$ cat src/hw/rtl/trsp_pkg.sv
// Package: phase encoding, role and event codes, tag bytes, result payload type.
package trsp_pkg;

  typedef enum logic [3:0] {
    PH_HT, PH_HTYPE, PH_HV, PH_HVER, PH_TAG, PH_NAME, PH_WORD, PH_BOOL,
    PH_TEXT, PH_ELEM, PH_SUM, PH_SKIP, PH_ZWAIT, PH_EOF, PH_ERR, PH_ERRHDR
  } phase_t;

  localparam logic [3:0] ROLE_HEADER   = 4'd0;
  localparam logic [3:0] ROLE_TAG      = 4'd1;
  localparam logic [3:0] ROLE_NAME     = 4'd2;
  localparam logic [3:0] ROLE_NAME_END = 4'd3;
  localparam logic [3:0] ROLE_VALUE    = 4'd4;
  localparam logic [3:0] ROLE_TEXT     = 4'd5;
  localparam logic [3:0] ROLE_TEXT_END = 4'd6;
  localparam logic [3:0] ROLE_ELEM     = 4'd7;
  localparam logic [3:0] ROLE_SUM      = 4'd8;
  localparam logic [3:0] ROLE_SUM_END  = 4'd9;
  localparam logic [3:0] ROLE_BLOB     = 4'd10;
  localparam logic [3:0] ROLE_IGNORED  = 4'd11;

  localparam logic [3:0] EV_NONE     = 4'd0;
  localparam logic [3:0] EV_BEGIN    = 4'd1;
  localparam logic [3:0] EV_END      = 4'd2;
  localparam logic [3:0] EV_FLOAT    = 4'd3;
  localparam logic [3:0] EV_INT      = 4'd4;
  localparam logic [3:0] EV_BOOL     = 4'd5;
  localparam logic [3:0] EV_STRING   = 4'd6;
  localparam logic [3:0] EV_FBLOCK   = 4'd7;
  localparam logic [3:0] EV_U16BLOCK = 4'd8;
  localparam logic [3:0] EV_BLOB     = 4'd9;
  localparam logic [3:0] EV_BLOBREF  = 4'd10;
  localparam logic [3:0] EV_EOF      = 4'd11;
  localparam logic [3:0] EV_ERROR    = 4'd12;

  localparam logic [7:0] TAG_Z = 8'h5A;
  localparam logic [7:0] TAG_B = 8'h42;
  localparam logic [7:0] TAG_E = 8'h45;
  localparam logic [7:0] TAG_f = 8'h66;
  localparam logic [7:0] TAG_i = 8'h69;
  localparam logic [7:0] TAG_b = 8'h62;
  localparam logic [7:0] TAG_s = 8'h73;
  localparam logic [7:0] TAG_F = 8'h46;
  localparam logic [7:0] TAG_6 = 8'h36;
  localparam logic [7:0] TAG_O = 8'h4F;
  localparam logic [7:0] TAG_T = 8'h54;
  localparam logic [7:0] TAG_V = 8'h56;
  localparam logic [31:0] SIZE_REF = 32'hFFFF_FFFF;

  typedef struct packed {
    logic [3:0]         byte_role;
    logic [7:0]         echo_byte;
    logic [3:0]         event_kind;
    logic               event_done;
    logic signed [31:0] value_word;
    logic               value_valid;
    logic [31:0]        element_word;
    logic               element_valid;
    logic [31:0]        blob_start;
    logic               header_ok;
  } result_t;

endpackage

$ cat src/hw/rtl/trsp_in_if.sv
// Input channel interface: one file byte or end mark per beat.
interface trsp_in_if;
  logic       valid;
  logic       ready;
  logic [7:0] data_byte;
  logic       end_of_stream;
  modport source (output valid, output data_byte, output end_of_stream, input ready);
  modport sink (input valid, input data_byte, input end_of_stream, output ready);
endinterface

$ cat src/hw/rtl/trsp_out_if.sv
// Result channel interface: one classified result per beat.
interface trsp_out_if;
  logic                valid;
  logic                ready;
  trsp_pkg::result_t   res;
  modport source (output valid, output res, input ready);
  modport sink (input valid, input res, output ready);
endinterface

$ cat src/hw/rtl/tagged_record_stream_parser.sv
// Top level: input register, parser core and result register.
// One byte (or end mark) per beat, one result per beat; a beat can be taken
// every cycle while the result register is free or being read. The input
// register feeds the core logic, whose result lands in the output register.
// in_ready is high while the input register is empty or drains this cycle.
module tagged_record_stream_parser #(
  parameter int POSITION_WIDTH = 32
) (
  input  logic       clk,
  input  logic       rst_n,
  trsp_in_if.sink    in_ch,
  trsp_out_if.source out_ch
);

  logic       ivld_r;
  logic [7:0] ibyte_r;
  logic       ieos_r;
  logic       ovld_r;
  trsp_pkg::result_t ores_r, core_res;
  logic       step, stage_free;

  assign step       = ivld_r && (!ovld_r || out_ch.ready);
  assign stage_free = !ivld_r || step;
  assign in_ch.ready = stage_free;

  trsp_core #(.POSITION_WIDTH(POSITION_WIDTH)) u_core (
    .clk           (clk),
    .rst_n         (rst_n),
    .step          (step),
    .data_byte     (ibyte_r),
    .end_of_stream (ieos_r),
    .res           (core_res)
  );

  always_ff @(posedge clk) begin
    if (!rst_n) begin
      ivld_r <= 1'b0;
      ovld_r <= 1'b0;
    end else begin
      if (stage_free) ivld_r <= in_ch.valid;
      if (step) ovld_r <= 1'b1;
      else if (out_ch.ready) ovld_r <= 1'b0;
    end
  end

  always_ff @(posedge clk) begin
    if (stage_free && in_ch.valid) begin
      ibyte_r <= in_ch.data_byte;
      ieos_r  <= in_ch.end_of_stream;
    end
    if (step) ores_r <= core_res;
  end

  assign out_ch.valid = ovld_r;
  assign out_ch.res   = ores_r;

endmodule

$ cat src/hw/rtl/trsp_core.sv
// Parser state and next-result logic for one byte per cycle while step is high.
module trsp_core #(
  parameter int POSITION_WIDTH = 32
) (
  input  logic               clk,
  input  logic               rst_n,
  input  logic               step,
  input  logic [7:0]         data_byte,
  input  logic               end_of_stream,
  output trsp_pkg::result_t  res
);

  trsp_pkg::phase_t          phase_r, phase_nxt;
  logic [7:0]                tag_r, tag_nxt;
  logic [31:0]               word_r, word_nxt;
  logic [1:0]                cnt_r, cnt_nxt;
  logic [31:0]               rem_r, rem_nxt;
  logic [POSITION_WIDTH-1:0] pos_r, pos_nxt;
  logic [31:0]               bsize_r, bsize_nxt;
  logic [31:0]               bstart_r, bstart_nxt;

  logic [31:0] asm_word;
  logic [1:0]  cnt_inc;
  logic        got4, got2, fail;
  logic [POSITION_WIDTH-1:0] pos_inc;

  always_comb begin
    asm_word = word_r | ({24'd0, data_byte} << {cnt_r, 3'd0});
    cnt_inc  = cnt_r + 2'd1;
    got4     = (cnt_r == 2'd3);
    got2     = (cnt_r == 2'd1);
    pos_inc  = pos_r + {{(POSITION_WIDTH-1){1'b0}}, 1'b1};
  end

  always_comb begin
    phase_nxt  = phase_r;
    tag_nxt    = tag_r;
    word_nxt   = word_r;
    cnt_nxt    = cnt_r;
    rem_nxt    = rem_r;
    bsize_nxt  = bsize_r;
    bstart_nxt = bstart_r;
    pos_nxt    = end_of_stream ? pos_r : pos_inc;
    fail       = 1'b0;
    res = '0;
    res.byte_role = trsp_pkg::ROLE_IGNORED;

    if (phase_r == trsp_pkg::PH_ERR || phase_r == trsp_pkg::PH_ERRHDR) begin
      res.event_kind = trsp_pkg::EV_ERROR;
    end else if (phase_r == trsp_pkg::PH_EOF) begin
      res.event_kind = trsp_pkg::EV_NONE;
    end else if (end_of_stream) begin
      if (phase_r == trsp_pkg::PH_ZWAIT) begin
        res.event_kind = trsp_pkg::EV_EOF;
        res.event_done = 1'b1;
        phase_nxt = trsp_pkg::PH_EOF;
      end else begin
        fail = 1'b1;
      end
    end else begin
      case (phase_r)
        trsp_pkg::PH_HT: begin
          res.byte_role = trsp_pkg::ROLE_HEADER;
          if (data_byte == trsp_pkg::TAG_T) phase_nxt = trsp_pkg::PH_HTYPE;
          else fail = 1'b1;
        end
        trsp_pkg::PH_HTYPE: begin
          res.byte_role = trsp_pkg::ROLE_HEADER;
          if (data_byte == 8'd0) phase_nxt = trsp_pkg::PH_HV;
        end
        trsp_pkg::PH_HV: begin
          res.byte_role = trsp_pkg::ROLE_HEADER;
          if (data_byte == trsp_pkg::TAG_V) begin
            phase_nxt = trsp_pkg::PH_HVER;
            word_nxt  = '0;
            cnt_nxt   = '0;
          end else fail = 1'b1;
        end
        trsp_pkg::PH_HVER: begin
          res.byte_role = trsp_pkg::ROLE_HEADER;
          word_nxt = asm_word;
          cnt_nxt  = cnt_inc;
          if (got4) begin
            res.value_word  = asm_word;
            res.value_valid = 1'b1;
            word_nxt  = '0;
            phase_nxt = trsp_pkg::PH_TAG;
          end
        end
        trsp_pkg::PH_TAG: begin
          res.byte_role = trsp_pkg::ROLE_TAG;
          tag_nxt  = data_byte;
          word_nxt = '0;
          cnt_nxt  = '0;
          if (data_byte == trsp_pkg::TAG_Z) phase_nxt = trsp_pkg::PH_ZWAIT;
          else if (data_byte == trsp_pkg::TAG_E) begin
            res.event_kind = trsp_pkg::EV_END;
            res.event_done = 1'b1;
          end else if (data_byte == trsp_pkg::TAG_B || data_byte == trsp_pkg::TAG_f ||
                       data_byte == trsp_pkg::TAG_i || data_byte == trsp_pkg::TAG_b ||
                       data_byte == trsp_pkg::TAG_s || data_byte == trsp_pkg::TAG_F ||
                       data_byte == trsp_pkg::TAG_6 || data_byte == trsp_pkg::TAG_O)
            phase_nxt = trsp_pkg::PH_NAME;
          else fail = 1'b1;
        end
        trsp_pkg::PH_NAME: begin
          if (data_byte != 8'd0) res.byte_role = trsp_pkg::ROLE_NAME;
          else begin
            res.byte_role = trsp_pkg::ROLE_NAME_END;
            if (tag_r == trsp_pkg::TAG_B) begin
              res.event_kind = trsp_pkg::EV_BEGIN;
              res.event_done = 1'b1;
              phase_nxt = trsp_pkg::PH_TAG;
            end else if (tag_r == trsp_pkg::TAG_b) phase_nxt = trsp_pkg::PH_BOOL;
            else if (tag_r == trsp_pkg::TAG_s) phase_nxt = trsp_pkg::PH_TEXT;
            else phase_nxt = trsp_pkg::PH_WORD;
          end
        end
        trsp_pkg::PH_WORD: begin
          res.byte_role = trsp_pkg::ROLE_VALUE;
          word_nxt = asm_word;
          cnt_nxt  = cnt_inc;
          if (got4) begin
            word_nxt = '0;
            res.value_word  = asm_word;
            res.value_valid = 1'b1;
            if (tag_r == trsp_pkg::TAG_f || tag_r == trsp_pkg::TAG_i) begin
              res.event_kind = (tag_r == trsp_pkg::TAG_f) ? trsp_pkg::EV_FLOAT
                                                          : trsp_pkg::EV_INT;
              res.event_done = 1'b1;
              phase_nxt = trsp_pkg::PH_TAG;
            end else if (tag_r == trsp_pkg::TAG_O) begin
              bsize_nxt = asm_word;
              phase_nxt = trsp_pkg::PH_SUM;
            end else if (asm_word[31]) begin
              fail = 1'b1;
            end else if (asm_word == 32'd0) begin
              res.event_kind = (tag_r == trsp_pkg::TAG_F) ? trsp_pkg::EV_FBLOCK
                                                          : trsp_pkg::EV_U16BLOCK;
              res.event_done = 1'b1;
              phase_nxt = trsp_pkg::PH_TAG;
            end else begin
              rem_nxt   = asm_word;
              phase_nxt = trsp_pkg::PH_ELEM;
            end
          end
        end
        trsp_pkg::PH_BOOL: begin
          res.byte_role = trsp_pkg::ROLE_VALUE;
          if (data_byte <= 8'd1) begin
            res.event_kind  = trsp_pkg::EV_BOOL;
            res.event_done  = 1'b1;
            res.value_word  = {24'd0, data_byte};
            res.value_valid = 1'b1;
            phase_nxt = trsp_pkg::PH_TAG;
          end else fail = 1'b1;
        end
        trsp_pkg::PH_TEXT: begin
          if (data_byte != 8'd0) res.byte_role = trsp_pkg::ROLE_TEXT;
          else begin
            res.byte_role  = trsp_pkg::ROLE_TEXT_END;
            res.event_kind = trsp_pkg::EV_STRING;
            res.event_done = 1'b1;
            phase_nxt = trsp_pkg::PH_TAG;
          end
        end
        trsp_pkg::PH_ELEM: begin
          res.byte_role = trsp_pkg::ROLE_ELEM;
          word_nxt = asm_word;
          cnt_nxt  = cnt_inc;
          if ((tag_r == trsp_pkg::TAG_F) ? got4 : got2) begin
            cnt_nxt  = '0;
            word_nxt = '0;
            res.element_word  = asm_word;
            res.element_valid = 1'b1;
            rem_nxt = rem_r - 32'd1;
            if (rem_r == 32'd1) begin
              res.event_kind = (tag_r == trsp_pkg::TAG_F) ? trsp_pkg::EV_FBLOCK
                                                          : trsp_pkg::EV_U16BLOCK;
              res.event_done = 1'b1;
              phase_nxt = trsp_pkg::PH_TAG;
            end
          end
        end
        trsp_pkg::PH_SUM: begin
          if (data_byte != 8'd0) res.byte_role = trsp_pkg::ROLE_SUM;
          else begin
            res.byte_role = trsp_pkg::ROLE_SUM_END;
            if (bsize_r == trsp_pkg::SIZE_REF) begin
              res.event_kind = trsp_pkg::EV_BLOBREF;
              res.event_done = 1'b1;
              res.value_word = bsize_r;
              phase_nxt = trsp_pkg::PH_TAG;
            end else if (bsize_r[31]) begin
              fail = 1'b1;
            end else begin
              bstart_nxt = 32'(pos_inc);
              if (bsize_r == 32'd0) begin
                res.event_kind = trsp_pkg::EV_BLOB;
                res.event_done = 1'b1;
                res.blob_start = 32'(pos_inc);
                phase_nxt = trsp_pkg::PH_TAG;
              end else begin
                rem_nxt   = bsize_r;
                phase_nxt = trsp_pkg::PH_SKIP;
              end
            end
          end
        end
        trsp_pkg::PH_SKIP: begin
          res.byte_role = trsp_pkg::ROLE_BLOB;
          rem_nxt = rem_r - 32'd1;
          if (rem_r == 32'd1) begin
            res.event_kind = trsp_pkg::EV_BLOB;
            res.event_done = 1'b1;
            res.value_word = bsize_r;
            res.blob_start = bstart_r;
            phase_nxt = trsp_pkg::PH_TAG;
          end
        end
        default: begin
          res.byte_role = trsp_pkg::ROLE_IGNORED;
          fail = 1'b1;
        end
      endcase
    end

    if (fail) begin
      phase_nxt = (phase_r <= trsp_pkg::PH_HVER) ? trsp_pkg::PH_ERRHDR : trsp_pkg::PH_ERR;
      res.event_kind    = trsp_pkg::EV_ERROR;
      res.event_done    = 1'b1;
      res.value_word    = '0;
      res.value_valid   = 1'b0;
      res.element_word  = '0;
      res.element_valid = 1'b0;
      res.blob_start    = '0;
      if (end_of_stream) res.byte_role = trsp_pkg::ROLE_IGNORED;
    end
    res.echo_byte = (res.byte_role != trsp_pkg::ROLE_IGNORED && !end_of_stream)
                    ? data_byte : 8'd0;
    res.header_ok = (phase_nxt >= trsp_pkg::PH_TAG) && (phase_nxt != trsp_pkg::PH_ERRHDR);
  end

  always_ff @(posedge clk) begin
    if (!rst_n) begin
      phase_r  <= trsp_pkg::PH_HT;
      tag_r    <= '0;
      word_r   <= '0;
      cnt_r    <= '0;
      rem_r    <= '0;
      pos_r    <= '0;
      bsize_r  <= '0;
      bstart_r <= '0;
    end else if (step) begin
      phase_r  <= phase_nxt;
      tag_r    <= tag_nxt;
      word_r   <= word_nxt;
      cnt_r    <= cnt_nxt;
      rem_r    <= rem_nxt;
      pos_r    <= pos_nxt;
      bsize_r  <= bsize_nxt;
      bstart_r <= bstart_nxt;
    end
  end

endmodule

$ cat src/flat_wrapper.sv
// flat-port wrapper written by rule: the top's interface ports become plain ports
module tagged_record_stream_parser_flat 
#(
  parameter int POSITION_WIDTH = 32
)
  (clk, rst_n, in_ch_valid, in_ch_data_byte, in_ch_end_of_stream, in_ch_ready, out_ch_valid, out_ch_res, out_ch_ready);
  trsp_in_if in_ch_i ();
  trsp_out_if out_ch_i ();
  input  logic clk;
  input  logic rst_n;
  input wire logic [$bits(in_ch_i.valid)-1:0] in_ch_valid;
  input wire logic [$bits(in_ch_i.data_byte)-1:0] in_ch_data_byte;
  input wire logic [$bits(in_ch_i.end_of_stream)-1:0] in_ch_end_of_stream;
  output wire logic [$bits(in_ch_i.ready)-1:0] in_ch_ready;
  output wire logic [$bits(out_ch_i.valid)-1:0] out_ch_valid;
  output wire logic [$bits(out_ch_i.res)-1:0] out_ch_res;
  input wire logic [$bits(out_ch_i.ready)-1:0] out_ch_ready;
  assign in_ch_i.valid = in_ch_valid;
  assign in_ch_i.data_byte = in_ch_data_byte;
  assign in_ch_i.end_of_stream = in_ch_end_of_stream;
  assign in_ch_ready = in_ch_i.ready;
  assign out_ch_valid = out_ch_i.valid;
  assign out_ch_res = out_ch_i.res;
  assign out_ch_i.ready = out_ch_ready;
  tagged_record_stream_parser #(.POSITION_WIDTH(POSITION_WIDTH)) u_core (.clk(clk), .rst_n(rst_n), .in_ch(in_ch_i), .out_ch(out_ch_i));
endmodule
$ cat config.mk
export PLATFORM = sky130hd
export DESIGN_NAME = tagged_record_stream_parser_flat
export DESIGN_NICKNAME = d
export VERILOG_FILES = /design/src/hw/rtl/trsp_pkg.sv /design/src/hw/rtl/trsp_in_if.sv /design/src/hw/rtl/trsp_out_if.sv /design/src/hw/rtl/tagged_record_stream_parser.sv /design/src/hw/rtl/trsp_core.sv /design/src/flat_wrapper.sv
export SDC_FILE = /design/constraint.sdc
export NUM_CORES = 1
export LEC_CHECK = 0
export BUFFER_PORTS_ARGS = -buffer_cell sky130_fd_sc_hd__buf_2
export CELL_PAD_IN_SITES_DETAIL_PLACEMENT = 1
export CELL_PAD_IN_SITES_GLOBAL_PLACEMENT = 2
export CORE_MARGIN = 5
export CORE_UTILIZATION = 39
export CTS_BUF_LIST = sky130_fd_sc_hd__clkbuf_4
export DETAILED_ROUTE_END_ITERATION = 8
export PLACE_DENSITY = 0.87
export SLEW_MARGIN = 5
export SYNTH_ARGS = -nofsm -noshare
export SYNTH_HDL_FRONTEND = slang
export SYNTH_SLANG_ARGS = --single-unit
$ cat constraint.sdc
create_clock -name clk -period 7.1 [get_ports clk]
set_clock_uncertainty 0.1 [all_clocks]
set_input_delay 1.065 -clock clk [delete_from_list [all_inputs] [get_ports clk]]
set_output_delay 1.065 -clock clk [all_outputs]
set_load 0.01 [all_outputs]
== Yosys cells after proc, flatten, opt, wreduce, memory -nomap -nowiden ==
Index checks and enable logic that the tools add are counted.

* Register bits after elaboration: 301

* $add $sub $neg: 3
* Order comparisons: 3
* Eq/ne operators: 51
* Shifts and indexed selects: 1
* Muxes and demuxes: 118
* Bitwise gates (word level): 10
* Reductions and logical operators: 41

{| class="wikitable"
|+ Operators with widths
! cell !! count
|-
| 32-bit 2-to-1 mux || 19
|-
| 32-bit case mux with 4 select lines || 2
|-
| 99-bit 2-to-1 mux || 2
|-
| 32-bit case mux with 5 select lines || 1
|-
| 4-bit 2-to-1 mux || 37
|-
| 8-bit by 7-bit equality test with 1-bit output, second input constant || 18
|-
| 37-bit 2-to-1 mux || 3
|-
| 33-bit 2-to-1 mux || 3
|-
| 98-bit 2-to-1 mux || 1
|-
| 32-bit zero test || 2
|-
| 32-bit case mux with 2 select lines || 1
|-
| 5-bit 2-to-1 mux || 11
|-
| 4-bit case mux with 12 select lines || 1
|-
| 5-bit case mux with 8 select lines || 1
|-
| 38-bit 2-to-1 mux || 1
|-
| 32-bit by 1-bit adder with 32-bit output, second input constant || 1
|-
| 32-bit by 1-bit equality test with 1-bit output, second input constant || 1
|-
| 32-bit equality test, second input constant || 1
|-
| 4-bit equality test, second input constant || 8
|-
| 32-bit bitwise OR || 1
|-
| 4-bit case mux with 8 select lines || 1
|-
| 8-bit by 5-bit << shifter with 32-bit output || 1
|-
| 32-bit by 1-bit subtractor with 32-bit output, second input constant || 1
|-
| 1-bit 2-to-1 mux || 23
|-
| other kinds (36) || 86
|}

== Depth between registers and ports, before layout ==
Gate-level depths: netlist of the first run.

* Depth after elaboration: 18
* Mapped depth: 10

== Modules after synthesis ==
A second synthesis of the first run with hierarchy kept.

* Cells, all modules: 1,695
* Area total of the unflattened synthesis: 15,103.2 um^2

{| class="wikitable"
|+ By module, submodules not included
! module !! instances !! cells an instance !! area each (um^2) !! seq. area each (um^2)
|-
| trsp_core || 1 || 1,561 || 11,245.8 || 3,483.3
|-
| tagged_record_stream_parser || 1 || 134 || 3,857.4 || 3,793.6
|}

== Worst setup path before layout of the first run ==
OpenSTA, ideal clock, no wires.

* Path type: input to register
* Start point: in out_ch_ready
* End point: reg u_core.u_core.pos_r[17]
* Library setup time: 0.128 ns
* Data arrival time: 5.957 ns
* Required time: 6.872 ns
* Slack: 0.916 ns
* Stages on the path: 8
* Buffers on the path: 2
* Cell sequence: nor2b_1 > nor2b_1 > clkbuf_1 > nand2_1 > clkbuf_1 > nor3_1 > xnor2_1 > nor2_1

* Word-level cells in the longest chain between the ends: 3

{| class="wikitable"
|+ Ends and longest elaborated chain
! item !! line !! source
|-
| from (decl) || flat_wrapper.sv:17 || <nowiki>input wire logic [$bits(out_ch_i.ready)-1:0] out_ch_ready;</nowiki>
|-
| 1-bit logical OR || tagged_record_stream_parser.sv:22 || <nowiki>assign step = ivld_r && (!ovld_r || out_ch.ready);</nowiki>
|-
| 1-bit logical AND || tagged_record_stream_parser.sv:22 ||
|-
| net u_core.step || tagged_record_stream_parser.sv:20 || <nowiki>logic step, stage_free;</nowiki>
|-
| 2-bit AND reduction (no line) || -- ||
|-
| to (signal assigned) || trsp_core.sv:260 || <nowiki>pos_r <= pos_nxt;</nowiki>
|-
| to (decl) || trsp_core.sv:18 || <nowiki>logic [POSITION_WIDTH-1:0] pos_r, pos_nxt;</nowiki>
|}

The timed path passes the listed nets, and every way through them passes these cells.
A chain may end at the register's enable or synchronous reset.

== Final worst setup path of the first run ==
* Start point: reg u_core.ibyte_r[7]
* End point: reg u_core.ores_r, in the netlist u_core.out_ch.res[50], data pin

* Word-level cells in the longest chain between the ends: 16
* Elaborated cells on any way between the ends: 39
* Classes of those cells: 1 x order compare; 12 x eq/ne; 1 x shift; 15 x mux; 1 x bitwise; 9 x reduce/logical

{| class="wikitable"
|+ Ends and longest elaborated chain
! item !! line !! source
|-
| from (decl) || tagged_record_stream_parser.sv:16 || <nowiki>logic [7:0] ibyte_r;</nowiki>
|-
| from (signal assigned) || tagged_record_stream_parser.sv:48 || <nowiki>ibyte_r <= in_ch.data_byte;</nowiki>
|-
| 8-bit by 7-bit equality test with 1-bit output || trsp_core.sv:99 || <nowiki>end else if (data_byte == trsp_pkg::TAG_B || data_byte == trsp_pkg::TAG_f ||</nowiki>
|-
| 1-bit logical OR (2 in a row) || trsp_core.sv:99 ||
|-
| 1-bit logical OR (2 in a row) || trsp_core.sv:100 || <nowiki>data_byte == trsp_pkg::TAG_i || data_byte == trsp_pkg::TAG_b ||</nowiki>
|-
| 1-bit logical OR (2 in a row) || trsp_core.sv:101 || <nowiki>data_byte == trsp_pkg::TAG_s || data_byte == trsp_pkg::TAG_F ||</nowiki>
|-
| 1-bit logical OR || trsp_core.sv:102 || <nowiki>data_byte == trsp_pkg::TAG_6 || data_byte == trsp_pkg::TAG_O)</nowiki>
|-
| 1-bit 2-to-1 mux || trsp_core.sv:99 ||
|-
| 1-bit 2-to-1 mux || trsp_core.sv:96 || <nowiki>else if (data_byte == trsp_pkg::TAG_E) begin</nowiki>
|-
| 1-bit 2-to-1 mux || trsp_core.sv:95 || <nowiki>if (data_byte == trsp_pkg::TAG_Z) phase_nxt = trsp_pkg::PH_ZWAIT;</nowiki>
|-
| 1-bit case mux with 7 select lines * || trsp_core.sv:61 || <nowiki>case (phase_r)</nowiki>
|-
| 1-bit 2-to-1 mux * || trsp_core.sv:52 || <nowiki>end else if (end_of_stream) begin</nowiki>
|-
| 1-bit 2-to-1 mux * || trsp_core.sv:50 || <nowiki>end else if (phase_r == trsp_pkg::PH_EOF) begin</nowiki>
|-
| 1-bit 2-to-1 mux * || trsp_core.sv:48 || <nowiki>if (phase_r == trsp_pkg::PH_ERR || phase_r == trsp_pkg::PH_ERRHDR) begin</nowiki>
|-
| 6-bit OR reduction (no line) * || -- ||
|-
| to (signal assigned) || tagged_record_stream_parser.sv:51 || <nowiki>if (step) ores_r <= core_res;</nowiki>
|-
| to (decl) || tagged_record_stream_parser.sv:19 || <nowiki>trsp_pkg::result_t ores_r, core_res;</nowiki>
|}

Mark *: on every way between the ends. The rest lies on a longest branch, timed or not.

==> results of run 1 <==
==> layout make-up <==
type / count / share of cell area
clock buffer: 113 / 0.04936
sequential: 301 / 0.4234
multi-input combinational: 1219 / 0.4243
antenna: 1 / 0.0001456
tap: 518 / 0.03771
clock inverter: 41 / 0.01245
inverter: 17 / 0.003858
timing repair buffer: 155 / 0.04878
==> worst reg2reg max path, delay by kind of cell, from the launching register on <==
kind	cells	cell delay [ns]
compound gates	1	0.20
flops	1	0.66
simple gates	6	2.63
==> report_power, final <==
part | total, mW | internal [mW] | switching [mW]
clock | 1.58 | 0.789 | 0.789
combinational | 0.223 | 0.0652 | 0.158
sequential | 1.86 | 1.83 | 0.0292
total | 3.66 | 2.69 | 0.976
==> per-stage QoR <==
stage | cells | util | hold slack, ns | cell area [sq um] | setup WS (ns)
floorplan | 1655 | - | 0.3409 | 15140 | 0.9157
global placement | 2210 | 0.4181 | 0.3510 | 16120 | 3.372
detailed placement | 2210 | 0.4181 | 0.3625 | 16120 | 3.163
CTS | 2364 | 0.4457 | 0.3099 | 17180 | 3.281
global route | 2365 | 0.4457 | 0.3128 | 17190 | 2.987
finish | 2365 | 0.4457 | 0.3698 | 17190 | 3.225
==> routing by layer <==
metal  up-vias  global-route usage  wire (microns)
met5         -                   0               0
met4         0             0.08641            1478
met3        93             0.03994            2756
met2       399              0.3570           22920
met1      6603              0.3022           22240
li1       6299                   -               -
==> cells in the mapped netlist (all sizes together), types with 12 or more instances <==
| library cell | count |
|---|---|
| xor2 | 29 |
| a211oi | 48 |
| and3 | 18 |
| buf | 38 |
| mux2i | 32 |
| nor4 | 39 |
| nor2b | 12 |
| inv | 17 |
| nor3 | 32 |
| xnor2 | 29 |
| dfxtp | 176 |
| nand4 | 28 |
| o21ai | 62 |
| nand3 | 35 |
| and2 | 12 |
| nand2b | 17 |
| nor2 | 306 |
| a22oi | 29 |
| o211ai | 17 |
| or3 | 20 |
| a21oi | 156 |
| edfxtp | 125 |
| or2 | 28 |
| nand2 | 130 |
| clkbuf | 80 |
==> worst min path at each step <==
stage	depth (start not counted)	startpoint	end	slack, ns
final	2	u_core.u_core.word_r[16]	u_core.u_core.word_r[16]	0.37
after global routing	1	in_ch_end_of_stream	u_core.ieos_r	0.31
after floorplan	2	u_core.u_core.rem_r[18]	u_core.u_core.rem_r[18]	0.34
after CTS	1	in_ch_end_of_stream	u_core.ieos_r	0.31
after detailed placement	2	u_core.u_core.word_r[26]	u_core.u_core.word_r[26]	0.36
after global placement	2	u_core.u_core.word_r[23]	u_core.u_core.word_r[23]	0.35
==> state kept, by name, indices dropped and copies added, names as in the netlist <==
register and count:
u_core.ibyte_r 8, u_core.out_ch.res 116, u_core.u_core.bstart_r 32, u_core.u_core.rem_r 32
u_core.out_ch.valid 1, u_core.u_core.pos_r 32, u_core.u_core.cnt_r 2, u_core.u_core.word_r 32
u_core.u_core.bsize_r 32, u_core.u_core.phase_r 4, u_core.u_core.tag_r 8, u_core.ieos_r 1
u_core.ivld_r 1
==> cells in the final DEF, fill, tap and decap left out, types with 23 or more instances in the layout <==
master,count
sky130_fd_sc_hd__xnor2_1,29
sky130_fd_sc_hd__a21oi_1,155
sky130_fd_sc_hd__clkinv_1,27
sky130_fd_sc_hd__buf_4,25
sky130_fd_sc_hd__clkbuf_4,113
sky130_fd_sc_hd__a211oi_1,46
sky130_fd_sc_hd__a22oi_1,29
sky130_fd_sc_hd__or2_2,23
sky130_fd_sc_hd__nor2_1,275
sky130_fd_sc_hd__edfxtp_1,125
sky130_fd_sc_hd__buf_2,130
sky130_fd_sc_hd__nand4_1,27
sky130_fd_sc_hd__dfxtp_1,176
sky130_fd_sc_hd__mux2i_1,32
sky130_fd_sc_hd__nor3_1,26
sky130_fd_sc_hd__nand3_1,34
sky130_fd_sc_hd__nor4_1,35
sky130_fd_sc_hd__o21ai_0,46
sky130_fd_sc_hd__nor2_4,30
sky130_fd_sc_hd__nand2_1,129
sky130_fd_sc_hd__xor2_1,29
==> kinds of logic (layout without fill, tap and decap cells) <==
family                     count (synthesis)  after routing  synth area share
and+or+nand+nor                          717            717            0.2465
adders and majority gates                  5              5          0.004132
muxes                                     33             33           0.02190
AOI/OAI and AO/OA                        406            406            0.1722
DFF                                      301            301            0.4806
buffers and inverters                    135            326           0.04115
xor gates and xnor gates                  58             58           0.03355
other                                      0              1                 0
==> run summary, run 1 <==
- 0.2479 — proportion of netlist area held by the largest area contributor
- 131 — top-level port count
- complete, no violations — result of the run
- 0 — Max-cap violations
- 97 — synth unique cells
- 207.0 microns — die span in x
- 0 — post-CTS setup repair buffer count
- 7 — detailed-router iteration count before antenna repair
- 1673 — post-synth net total
- 0 — Final Max Slew Viols
- 3.22 ns — setup slack, reg-to-reg
- 0.06 ns — register clock-pin slew on the reported worst setup and hold paths
- 0.1465 — Max-slew headroom
- 0.007292 sq mm — area of the multi-input gates
- 301 — number of flip-flops and latches in the synthesized netlist
- sky130_fd_sc_hd__clkbuf_4 — Clock Root Buffer
- 0.01514 sq mm — summed instance area of the synthesized netlist
- 13568 — number of global-route vias before repair
- 91 — pin count of the biggest net entering global routing
- 13394 — number of vias after detailed routing
- sky130_fd_sc_hd__or3_1 — standard cell with the maximum stage delay on the critical path
- u_core.ibyte_r[7] — CP startpoint
- 0 — fraction of registers with async set/reset
- reg -> reg — critical path type
- 130 — number of I/O port buffers
- 0 — buffers plus inverters on the worst setup path
- 0 ns — final-layout setup total negative slack
- 0 — synth warn
- sky130_fd_sc_hd__dfxtp_1 — Post-synth top flop
- 5.787 nW — Leakage
- 0.4806 — share of the yosys chip area belonging to registers
- 7.46 ns — WP data required
- 0.2231 — overall track demand over capacity in global routing
- 0.5458 — Period Utilization, post-route
- flop — type of origin of the critical path
- 77.74 mm — wire length of the first global-routing pass
- 0.03856 sq mm — placeable core region
- flop — kind of end point of the critical path
- 72 — standard-cell row count
- 0 — post_cts resized
- nor2_1 -> nand4_1 -> nor2_1 -> a31oi_1 -> nand3_4 -> or3_1 -> nor2_1 — cells along the critical path
- 0.007277 sq mm — total area of sequential cells
- 82 — number of buffers created by CTS
- sky130_fd_sc_hd__edfxtp_1 — biggest area consumer among synthesized cells
- 0.9217 — final estimated routing congestion in global placement
- 0 — remaining antenna violation count after routing
- 0 — total global routing overflow
- 13.50% — Synth-to-Final Area Change
- 4553 — fillers
- 49.40 mm — detailed-route wire length
- 3 — H-tree levels
- 0 — Hold Violations, Final
- 7 — stages on the worst setup path
- 0.96 ns — CP peak stage delay
- 7 — worst r2r path cells
- 0.2580 GHz — achievable clock frequency
- sky130_fd_sc_hd__nor2_1 — cell type with the highest occurrence count on the critical path
- simple AND/OR/NAND/NOR gates — Worst path top cell family by delay
- 213.2 mW/mm^2 — power density relative to cell area
- 0.3927 — starting density of the core
- 20.89 microns — final routed wire length divided by cell count
- u_core.out_ch.res[50] — worst r2r dst
- 0.1977 — ratio of cells with drive above 1 in the final layout
- 0 — setup-violating endpoint count in the final report
- sky130_fd_sc_hd__edfxtp_1 (25%), sky130_fd_sc_hd__dfxtp_1 (23%), sky130_fd_sc_hd__nor2_1 (6.8%) — top area cells in the synthesized netlist
- 1 — initial antenna violation count
- u_core.out_ch.res[50] — worst setup path endpoint
- 0.04287 sq mm — floorplan die area
- 0 — number of buffers added to fix hold violations after cts
- 33 — Worst Path Max Fanout
- done — clock tree from TritonCTS
- 1.277 ns — transition time of the tightest slew-check pin
- 3.664 mW — post-route total power
- 9.149 sq um — Synth Area per Inst
- 33.88 mm — detailed placement HPWL
- 125 — number of enable flip-flop cells after synthesis
- 1794 — number of nets in the final layout
- 3 — maximum buffer depth of the clock tree
- 0 — DRC
- 3.875 ns — min cycle time layout
- 1655 — Post-Synthesis Cells
- 909 — starting DRC count in detailed routing
- false — unrepaired setup endpoints after global routing
- 0.1229 mV — worst ir drop on vdd
- 301 — sink count of the clock tree
- 4.23 ns — endpoint arrival time on the critical path
- u_core.ibyte_r[7] — reg2reg start
- 207.0 microns — die span in y
- 5.663 — Vias/cell
- reg -> reg — Hold Crit Class
- 0.77 ns — clock latency reported for the late side of the worst-skew pair
Note: power is estimated with default switching activity, not from simulation.
==> run 2, diff against run 1 <==
Clock period 7.1 ns to 4 ns, I/O delays scaled along.
==> run 2 against run 1 <==
Non-clock buffer count increased by 37. Register-to-register slack got worse by 2.5 ns. Flip-flop and latch count unchanged. Global-route usage increased by 1.2 points. Maximum frequency increased by 18%. Sequential power increased by 78%. Worst setup slack got worse by 2.5 ns. Critical path type unchanged.
==> run summary, run 2 (synthesis gave the netlist of run 1 again) <==
- 0.007277 sq mm — total area of sequential cells, unchanged
- complete, no violations — result of the run
- sky130_fd_sc_hd__nor2_1 — most frequent standard cell in the layout excluding fill and tap cells
- nor4_1 -> nand4_1 -> a2111oi_2 -> a21boi_1 -> o221ai_4 -> buf_12 -> a21oi_1 -> o221a_1 — cells along the critical path
- in -> reg — Hold Crit Class
- 63 — Worst Path Max Fanout, +91%
- 21.81 microns — final routed wire length divided by cell count, +4.4%
- false — unrepaired setup endpoints after global routing
- 0.2353 — overall track demand over capacity in global routing, +0.01220
- 131 — top-level port count, unchanged
- sky130_fd_sc_hd__edfxtp_1 — standard cell with the maximum stage delay on the critical path
- 52.28 mm — detailed-route wire length, +5.8%
- 4.52 ns — WP data required, -2.94 ns
- 0.2367 mV — worst ir drop on vdd, +93%
- 15.66% — Synth-to-Final Area Change
- 0.007292 sq mm — area of the multi-input gates, unchanged
- 0.7231 ns — least setup slack across all paths after layout, -2.501 ns
- compound AO/OA/AOI/OAI gates — Worst path top cell family by delay
- 207.0 microns — die span in x, unchanged
- 0 — remaining antenna violation count after routing, unchanged
- 5.690 — Vias/cell, +0.48%
- 130 — number of I/O port buffers, unchanged
- 83 — number of buffers created by CTS, +1.2%
- 368.5 mW/mm^2 — power density relative to cell area, +73%
- 72 — standard-cell row count, unchanged
- 3 — H-tree levels, unchanged
- 3 — maximum buffer depth of the clock tree, unchanged
- 752 — starting DRC count in detailed routing, -17%
- 3.80 ns — endpoint arrival time on the critical path, -0.43 ns
- 125 — pin count of the biggest net entering global routing, +37%
- 1.095 ns — transition time of the tightest slew-check pin, -0.1825 ns
- 0 — Final Max Slew Viols, unchanged
- 207.0 microns — die span in y, unchanged
- 3.277 ns — min cycle time layout, -0.5986 ns
- 0 — post_cts resized, unchanged
- 36.04 mm — detailed placement HPWL, +6.4%
- 5 — detailed-router iteration count before antenna repair, -2
- 4550 — fillers, -0.066%
- 0.2702 — Max-slew headroom, +0.1237
- 0.7096 ns — dpl ws, -2.453 ns
- done — clock tree from TritonCTS
- 0.2077 — ratio of cells with drive above 1 in the final layout, +0.009943
- 0.9460 — final estimated routing congestion in global placement, +2.6%
- 0 — setup-violating endpoint count in the final report, unchanged
- 0.65 ns — CP peak stage delay, -0.31 ns
- 0 — total global routing overflow, unchanged
- 5.972 nW — Leakage, +3.2%
- 0.8192 — Period Utilization, post-route, +0.2734
- flop — kind of end point of the critical path
- reg -> reg — critical path type
- 14004 — number of global-route vias before repair, +3.2%
- 13640 — number of vias after detailed routing, +1.8%
- flop — type of origin of the critical path
- 0.04287 sq mm — floorplan die area, unchanged
- 0.3052 GHz — achievable clock frequency, +18%
- 0 ns — final-layout setup total negative slack, unchanged
- sky130_fd_sc_hd__clkbuf_4 — Clock Root Buffer
- 81.32 mm — wire length of the first global-routing pass, +4.6%
- 301 — sink count of the clock tree, unchanged
- 0 — Max-cap violations, unchanged
- 0.03856 sq mm — placeable core region, unchanged
- 0.76 ns — clock latency reported for the late side of the worst-skew pair, about the same
- 1 — initial antenna violation count, unchanged
- 6.454 mW — post-route total power, +76%
- sky130_fd_sc_hd__nor2_1 (275), sky130_fd_sc_hd__dfxtp_1 (176), sky130_fd_sc_hd__a21oi_1 (155), sky130_fd_sc_hd__buf_2 (130), sky130_fd_sc_hd__nand2_1 (129) — most frequent cells in the layout
- 1832 — number of nets in the final layout, +2.1%
- 0 — Hold Violations, Final, unchanged
- 0.07 ns — register clock-pin slew on the reported worst setup and hold paths, about the same
- 0.3927 — starting density of the core, unchanged
- 0 — DRC, unchanged
- 1 — buffers plus inverters on the worst setup path, +1
- 116 — number of flip-flops under the largest register name, unchanged
run 2: cell type report:
type                            instances  share of cell area
Multi-Input combinational cell       1219              0.4164
Sequential cell                       301              0.4155
Timing Repair Buffer                  192             0.06944
Clock buffer                          119             0.05101
Tap cell                              518             0.03701
Clock inverter                         30            0.006716
Inverter                               17            0.003787
Antenna cell                            1           0.0001429
run 2: through the flow:
step	hold slack, ns	area, sq um	cells	utilization
CTS	0.06909	17510	2396	0.4541
global placement	0.3507	16400	2237	0.4253
global route	0.1185	17510	2397	0.4542
finish	0.1611	17510	2397	0.4542
floorplan	0.3409	15140	1655	-
detailed placement	0.3651	16400	2237	0.4253
run 2: power by group:
part           leakage [nW]  internal [mW]  switching, mW
logic                  2.77          0.136          0.292
clock network         0.609           1.37           1.35
registers              2.59           3.26         0.0529
run 2: layer usage:
metal | routed length [microns] | global-route usage
met5 | 0 | 0
met4 | 1787 | 0.1003
met3 | 3249 | 0.04902
met2 | 24610 | 0.3867
met1 | 22630 | 0.3019
run 2: timing repair:
action | CTS | global route
buffers inserted | 0 | 0
endpoints found under the setup margin | 0 | 0
hold buffers | 10 | 0
endpoints found under the hold margin | 10 | 0
run 2: tightest hold or removal path, stage by stage:
cell and delay, ns:
sky130_fd_sc_hd__buf_2 0.08, sky130_fd_sc_hd__nor2b_1 0.10, sky130_fd_sc_hd__nor2_1 0.12, sky130_fd_sc_hd__nor2_1 0.05
run 2: final timing paths:
| check | from | endpoint | slack (ns) | cells past startpoint |
|---|---|---|---|---|
| setup reg to reg | u_core.ibyte_r[6] | u_core.u_core.rem_r[17] | 0.72 | 8 |
| hold reg to reg | u_core.u_core.word_r[26] | u_core.u_core.word_r[26] | 0.37 | 2 |
| hold / removal | out_ch_ready | u_core.out_ch.valid | 0.16 | 4 |
| setup / recovery | u_core.ibyte_r[6] | u_core.u_core.rem_r[17] | 0.72 | 8 |
==> run 3, diff against run 2 <==
Clock period 4 ns to 3.2 ns, I/O delays scaled along.
==> run 3 against run 2 <==
Global-route usage shrank 0.21 points. Final area grew 3.1%. Wire length shrank 0.61%. Core utilization grew 1.4 points. Worst hold slack gained 0.036 ns. Sequential share of layout area shrank 1.3 points. Largest power group unchanged.
==> run summary, run 3 (synthesis gave the netlist of run 1 again) <==
- 0 — Hold Violations, Final, unchanged
- 0.9190 ns — transition time of the tightest slew-check pin, -0.1756 ns
- 0.03856 sq mm — placeable core region, unchanged
- 1887 — number of nets in the final layout, +3.0%
- 5.652 — Vias/cell, -0.67%
- 19.26% — Synth-to-Final Area Change
- 207.0 microns — die span in y, unchanged
- 0.80 ns — clock latency reported for the late side of the worst-skew pair, +0.04 ns
- 8.317 mW — post-route total power, +29%
- 0.21 ns — setup slack, reg-to-reg, -0.52 ns
- 83 — pin count of the biggest net entering global routing, -34%
- 460.6 mW/mm^2 — power density relative to cell area, +25%
- 0 — setup-violating endpoint count in the final report, unchanged
- 5 — detailed-router iteration count before antenna repair, unchanged
- 301 — sink count of the clock tree, unchanged
- 0 — DRC, unchanged
- u_core.u_core.bsize_r[16] — reg2reg start
- 32 — Worst Path Max Fanout, -49%
- 131 — top-level port count, unchanged
- 0.3340 GHz — achievable clock frequency, +9.5%
- 0.3927 — starting density of the core, unchanged
- in -> reg — Hold Crit Class
- 0.9356 — Period Utilization, post-route, +0.1164
- 0.2841 mV — worst ir drop on vdd, +20%
- 0.9299 — final estimated routing congestion in global placement, -1.7%
- flop — kind of end point of the critical path
- reg -> reg — critical path type
- 83 — number of buffers created by CTS, unchanged
- 0.04287 sq mm — floorplan die area, unchanged
- u_core.out_ch.res[68] — worst r2r dst
- 0.4684 — fraction of the core area covered by cells at the end of the flow, +0.01415
- 989 — starting DRC count in detailed routing, +32%
- 3.51 ns — endpoint arrival time on the critical path, -0.29 ns
- 3 — H-tree levels, unchanged
- 3.72 ns — WP data required, -0.80 ns
- 3 — Hold Path Cell Cnt, -1
- 21.16 microns — final routed wire length divided by cell count, -3.0%
- 2.994 ns — min cycle time layout, -0.2830 ns
- 0.01806 sq mm — cell area after layout, +3.1%
- complete, no violations — result of the run
- 0 ns — final-layout setup total negative slack, unchanged
- 1 — initial antenna violation count, unchanged
- 8 — worst r2r path cells, unchanged
- 0.01685 sq mm — Placement Cell Area, +2.8%
- 0 — remaining antenna violation count after routing, unchanged
- 81.21 mm — wire length of the first global-routing pass, -0.14%
- false — unrepaired setup endpoints after global routing
- 130 — number of I/O port buffers, unchanged
- sky130_fd_sc_hd__nor2_1 — most frequent standard cell in the layout excluding fill and tap cells
- 0 — Final Max Slew Viols, unchanged
- 4564 — fillers, +0.31%
- 13882 — number of vias after detailed routing, +1.8%
- rst_n — launch instance of the worst min-delay path
- u_core.u_core.word_r[29] — capture endpoint of the worst hold path
- 207.0 microns — die span in x, unchanged
- 0.3873 — Max-slew headroom, +0.1171
- 0.08 ns — register clock-pin slew on the reported worst setup and hold paths, about the same
- 0.2272 — ratio of cells with drive above 1 in the final layout, +0.01949
- 0 — Max-cap violations, unchanged
- 0.2332 — overall track demand over capacity in global routing, -0.002077
- 37.02 mm — detailed placement HPWL, +2.7%
- 3 — maximum buffer depth of the clock tree, unchanged
- 0 — total global routing overflow, unchanged
- 6.275 nW — Leakage, +5.1%
- 51.96 mm — detailed-route wire length, -0.61%
- sky130_fd_sc_hd__clkbuf_4 — Clock Root Buffer
- flop — type of origin of the critical path
- sky130_fd_sc_hd__nor2_1 (275), sky130_fd_sc_hd__dfxtp_1 (176), sky130_fd_sc_hd__a21oi_1 (155), sky130_fd_sc_hd__buf_2 (130), sky130_fd_sc_hd__nand2_1 (129) — most frequent cells in the layout
- 14102 — number of global-route vias before repair, +0.70%
- 116 — number of flip-flops under the largest register name, unchanged
- 72 — standard-cell row count, unchanged
- done — clock tree from TritonCTS
[run 3: layout make-up]
| type | instances | area (sq um) | share of cell area |
|---|---|---|---|
| repair buffers | 247 | 1682 | 0.09312 |
| clock inverters | 47 | 276.5 | 0.01531 |
| inverters | 17 | 66.31 | 0.003672 |
| clock buffers | 106 | 795.8 | 0.04407 |
| multi-input cells | 1219 | 7311 | 0.4048 |
| flip-flops and latches | 301 | 7277 | 0.4030 |
| diodes | 1 | 2.502 | 0.0001386 |
| well taps | 518 | 648.1 | 0.03589 |
[run 3: metrics by stage]
| step | setup slack (ns) | std cells | hold WS [ns] |
|---|---|---|---|
| after global routing | 0.01217 | 2456 | 0.1826 |
| after floorplan | 0.4199 | 1655 | 0.3409 |
| after detailed placement | 0.09345 | 2291 | 0.3621 |
| final | 0.2060 | 2456 | 0.1971 |
| after CTS | 0.03690 | 2455 | 0.1215 |
| after global placement | 0.1279 | 2291 | 0.3565 |
[run 3: layer usage]
metal / global-route usage / wire length [microns] / vias up
li1: - / - / 6513
met5: 0 / 0 / -
met3: 0.04266 / 2546 / 97
met4: 0.08641 / 1501 / 0
met1: 0.3078 / 23170 / 6924
met2: 0.3841 / 24740 / 348
[run 3: report_power, final]
part / internal, mW / switching, mW
clock network: 1.83 / 1.78
logic: 0.202 / 0.395
registers: 4.07 / 0.0447
[run 3: worst max-delay path: stages (launching register included)]
cell and delay, ns:
sky130_fd_sc_hd__dfxtp_1 0.46, sky130_fd_sc_hd__nand4_1 0.12, sky130_fd_sc_hd__nor4_1 0.43, sky130_fd_sc_hd__nand2_1 0.21, sky130_fd_sc_hd__a31oi_1 0.40, sky130_fd_sc_hd__nand3_4 0.14, sky130_fd_sc_hd__or4b_4 0.52, sky130_fd_sc_hd__buf_12 0.21
sky130_fd_sc_hd__nor2b_1 0.16
[run 3: what timing repair did]
item,CTS,global route
setup endpoints to repair,0,13
endpoints found under the hold margin,11,0
buffers inserted,0,0
gates resized for setup,0,2
hold buffers,11,0
[run 3: how the worst max path moves through the flow]
stage | slack (ns) | endpoint | depth (start not counted) | startpoint
floorplan | 0.42 | u_core.u_core.pos_r[17] | 8 | out_ch_ready
global placement | 0.13 | u_core.out_ch.res[102] | 8 | u_core.ibyte_r[6]
detailed placement | 0.09 | u_core.out_ch.res[102] | 8 | u_core.ibyte_r[6]
CTS | 0.04 | u_core.out_ch.res[102] | 8 | u_core.ibyte_r[6]
global route | 0.01 | u_core.out_ch.res[102] | 8 | u_core.ibyte_r[6]
finish | 0.21 | u_core.out_ch.res[68] | 8 | u_core.u_core.bsize_r[16]
